--- config.mk ---
export PLATFORM = sky130hd
export DESIGN_NAME = lsd_ram
export DESIGN_NICKNAME = d
export VERILOG_FILES = /design/src/sv/lsd_ram.sv
export SDC_FILE = /design/constraint.sdc
export NUM_CORES = 1
export LEC_CHECK = 0
export BUFFER_PORTS_ARGS = -buffer_cell sky130_fd_sc_hd__buf_2
export CAP_MARGIN = 20
export CORE_UTILIZATION = 55
export DETAILED_ROUTE_END_ITERATION = 7
export PLACE_DENSITY_LB_ADDON = 0.15
export RECOVER_POWER = 25
export SETUP_SLACK_MARGIN = 0.05
export SYNTH_ARGS = -nofsm -noshare
export SYNTH_HDL_FRONTEND = slang
export SYNTH_SLANG_ARGS = --single-unit
--- constraint.sdc ---
create_clock -name clk -period 4.3 [get_ports clk]
set_clock_uncertainty 0.1 [all_clocks]
set_input_delay 0.645 -clock clk [delete_from_list [all_inputs] [get_ports clk]]
set_output_delay 0.645 -clock clk [all_outputs]
set_load 0.05 [all_outputs]
--- src/sv/lsd_ram.sv ---
// Generic single-port-write, single-port-read RAM with registered read.
// Standalone; no package dependency.
module lsd_ram #(
  parameter int Width = 8,
  parameter int Depth = 16
) (
  input  logic                     clk,
  input  logic                     we,
  input  logic [$clog2(Depth)-1:0] waddr,
  input  logic [Width-1:0]         wdata,
  input  logic [$clog2(Depth)-1:0] raddr,
  output logic [Width-1:0]         rdata
);
  logic [Width-1:0] mem [Depth];

  // Write port and registered read port.
  always_ff @(posedge clk) begin
    if (we) begin
      mem[waddr] <= wdata;
    end
    rdata <= mem[raddr];
  end
endmodule

; Yosys cells after proc, flatten, opt, wreduce, memory -nomap -nowiden
; Memory sizes are Yosys's and may differ from the RTL's. A register that Yosys moved wholly into a read port is not among the register bits.
; Index checks and enable logic that the tools add are counted.
[word_totals]
n_memories = 1
reg_bits = 0
ram_bits = 128
input_bits = 18
elab_cells = 3
out_inout_bits = 8
[op_classes]
mux = 2
[mem_list]
columns = memory, words, word_bits, rd, rd_ports_with_merged_regs, wr, line_no
row1 = mem, 16, 8, 1, 1, 1, 14  ; logic [Width-1:0] mem [Depth];
[op_table]
columns = cell, n
row1 = 1-bit two-way mux, 2

; Logic depth before layout (Yosys ltp)
[logic_depth]
depth_word = 2
depth_mapped = 5
depth_no_buf = 3

; Worst setup path before layout
; No wires, ideal clock.
[synth_path]
path_kind = input -> register
from = in waddr[2]
to = mem mem[0][0], enable pin
required_time_ns = 3.817
arrival_time_ns = 1.755
stages = 2
setup_slack_ns = 2.062
setup_time_ns = 0.383
path_buffers = 0
path_cell_list = or3b_2 -> nor3_1
[synth_rtl]
columns = element, line_no
row1 = start: declaration, 9  ; input logic [$clog2(Depth)-1:0] waddr,
row2 = end: declaration, 14
; Straight into the memory's write port.

==> results.yml <==
routing:
  highest_layer: "met4"
  wl_met3_um: 689
  vias_per_cell: 6.04
  wl_met1_mm: 4.17
  met2WireLength_mm: 4.51
  num_vias: 2344
  final_antenna_net_count: 0
  wl_per_cell_um: 24.4
  drt_iter0_markers: 202
  firstDrtPassIters: 4
  drt-total-wl_mm: 9.48
  drcViolationCount: 0
floorplan:
  core-area_um2: 8890
  dieArea_um2: 9750
  initial_core_util_pct: 57.9
  fp.dieH_um: 98.7
  dieWidth_um: 98.7
  top_level_ports: 26
  fp-row-count: 34
synthesis:
  avgSynthCellArea_um2: 22.5
  ys_top_cells_by_area: "edfxtp_1 (75%), mux4_2 (7.9%), mux4_1 (7.1%), dfxtp_1 (3.1%), a22oi_1 (2.3%)"
  synthArstFlopShare_pct: 0
  yosysWarnings: 0
  synth_common_cells: "edfxtp_1 (128), mux4_2 (18), a22oi_1 (16)"
  synth-seq-area-share_pct: 77.8
  syn_nets: 247
  syn_inst: 229
  synth.top_cell.area_share_pct: 74.7
  synth.most_common_cell: "edfxtp_1"
  syn-cell-area_um2: 5150
  synth_cell_types: 19
  ys.flop_type: "edfxtp_1"
  synth_seq_cells: 136
  yosys.area.top_type: "edfxtp_1"
  synth_edf_count: 128
power_and_ir_drop:
  seqPwrFrac_pct: 48.2
  pwr-share-comb_pct: 5.1
  switching_share_pct: 20.4
  clkPwrFrac_pct: 46.8
  switchingPower_mw: 0.631
  peakVddDrop_v: 0.000329
  p_int_mw: 2.47
  leakage_nw: 1.99
  p_per_area_nw_per_um2: 522
  power.total_mw: 3.10
finish:
  final_cells: 388
  num_antenna_cells: 0
  num-nets-final: 285
  drive_above_1_share_pct: 26.1
  syn_to_final_growth_pct: 15.5
worst_setup_path:
  rr_endpoint: "rdata[2]"
  worst_setup_path_end_kind: "register"
  startpoint_type: "input port"
  critPathKind: "input port to register"
  r2r_cells: 3
  critPathMaxFanout: 32
  critPathRequiredTime_ns: 4.59
  arrival_ns: 2.52
  timing.rr.start: "mem[10][2]"
  reg2reg_setup_slack_ns: 2.78
clocking:
  numClockSinks: 136
  cts_buffers: 17
  clockBufferDepth: 2
  cts.clk_slew.worst_paths_ns: 0.06
  postCtsSetupBuffers: 0
  clock_latency_ns: 0.51
  cts_hold_buf: 0
  cts_resized: 0
  cts_tree: "built"
  cts_max_level: 4
  clock-root-buffer: "clkbuf_8"
placed_design:
  dpl.cell_count: 356
  hpwl_mm: 5.63
  io_buffers: 25
  globalplace.congestion: 0.766
global_route:
  grt_pass1_vias: 2491
  grt_pass1_wl_mm: 14.6
  grt_max_degree: 33
  grt_usage_pct: 21.8
  antenna_found_initial: 0
  gr-total-overflow: 0
status:
  run_status: "complete, no violations"
sta:
  fin_crit_ns: 2.23
  fmax_ghz: 0.448
  post-route-period-util_pct: 51.9
  fin_setup_tns_ns: 0
  rsz0062_at_grt: "false"
  tightest_slew_ns: 1.03
  drv_slew: 0
  hold_viol_final: 0
  finalSetupViolations: 0
  maxSlewHeadroom_pct: 31.1
hold_path:
  holdPathStages: 1
  holdCritPathClass: "input port to register"
  hold_end: "mem[4][2]"
  min_from: "wdata[2]"
flow_run:
  drv_cap: 0
## logic make-up (layout without fill, tap and decap cells)
group                  count (synthesis)  count (layout)  synth area share (%)
flip-flops                           136             136                  77.8
AND/OR/NAND/NOR                       35              35                  3.18
multiplexers                          32              32                  15.0
AO/OA/AOI/OAI                         16              16                  2.33
buffers and inverters                 10              61                  1.68
## cells in the final DEF, fill, tap and decap left out, drive strengths merged, types with 2 or more instances in the layout
cell type / netlist / layout
edfxtp: 128 / 128
mux4: 32 / 32
buf: 7 / 24
clkbuf: 0 / 23
a22oi: 16 / 16
nor2: 13 / 13
nand2: 9 / 9
dfxtp: 8 / 8
clkinv: 0 / 8
nor3: 4 / 4
bufinv: 0 / 4
nand3b: 2 / 2
nand2b: 2 / 2
clkinvlp: 0 / 2
## power by group through the flow
stage	clock, mW	sequential, mW	combinational, mW
detailed placement	0	1.52	0.159
CTS	1.47	1.49	0.160
finish	1.45	1.49	0.157
global route	1.52	1.50	0.168
global placement	0	1.52	0.156
floorplan	0	1.55	0.0752
## routing by layer
layer  vias up  track usage (%)
li1       1055                -
met1      1193             31.9
met2        88             32.8
met3         8             4.89
met4         0             8.27
met5         -                0
## layout make-up
class	instances	area, um2
Sequential cell	136	4000
Timing Repair Buffer	29	149
Fill cell	562	2950
Tap cell	108	135
Multi-Input combinational cell	83	1060
Clock buffer	18	418
Clock inverter	14	181
## how the worst max path moves through the flow
stage | from | to | slack [ns] | depth (start not counted)
finish | raddr[0] | rdata[4] | 2.07 | 4
global route | raddr[0] | rdata[4] | 1.90 | 4
CTS | raddr[0] | rdata[2] | 2.03 | 4
detailed placement | raddr[0] | rdata[4] | 1.51 | 4
global placement | raddr[0] | rdata[4] | 1.49 | 4
floorplan | waddr[2] | mem[0][0] | 2.06 | 2
## critical path, stage by stage
cell and delay [ns]:
buf_2 0.77, mux4_1 0.66, a22oi_1 0.36, nand2_1 0.08
## metrics by stage
step | hold slack [ns] | area [um2] | utilization [%] | setup WS [ns]
floorplan | 0.529 | 5150 | - | 2.06
global placement | 0.561 | 5340 | 60.1 | 1.49
detailed placement | 0.568 | 5350 | 60.2 | 1.51
CTS | 0.401 | 5950 | 66.9 | 2.03
global route | 0.432 | 5940 | 66.9 | 1.90
finish | 0.428 | 5940 | 66.9 | 2.07
## registers in the layout, indices dropped and copies added, names as in the netlist
register,cells
rdata,8
mem,128
No activity file was read; power rests on OpenSTA's default activity.
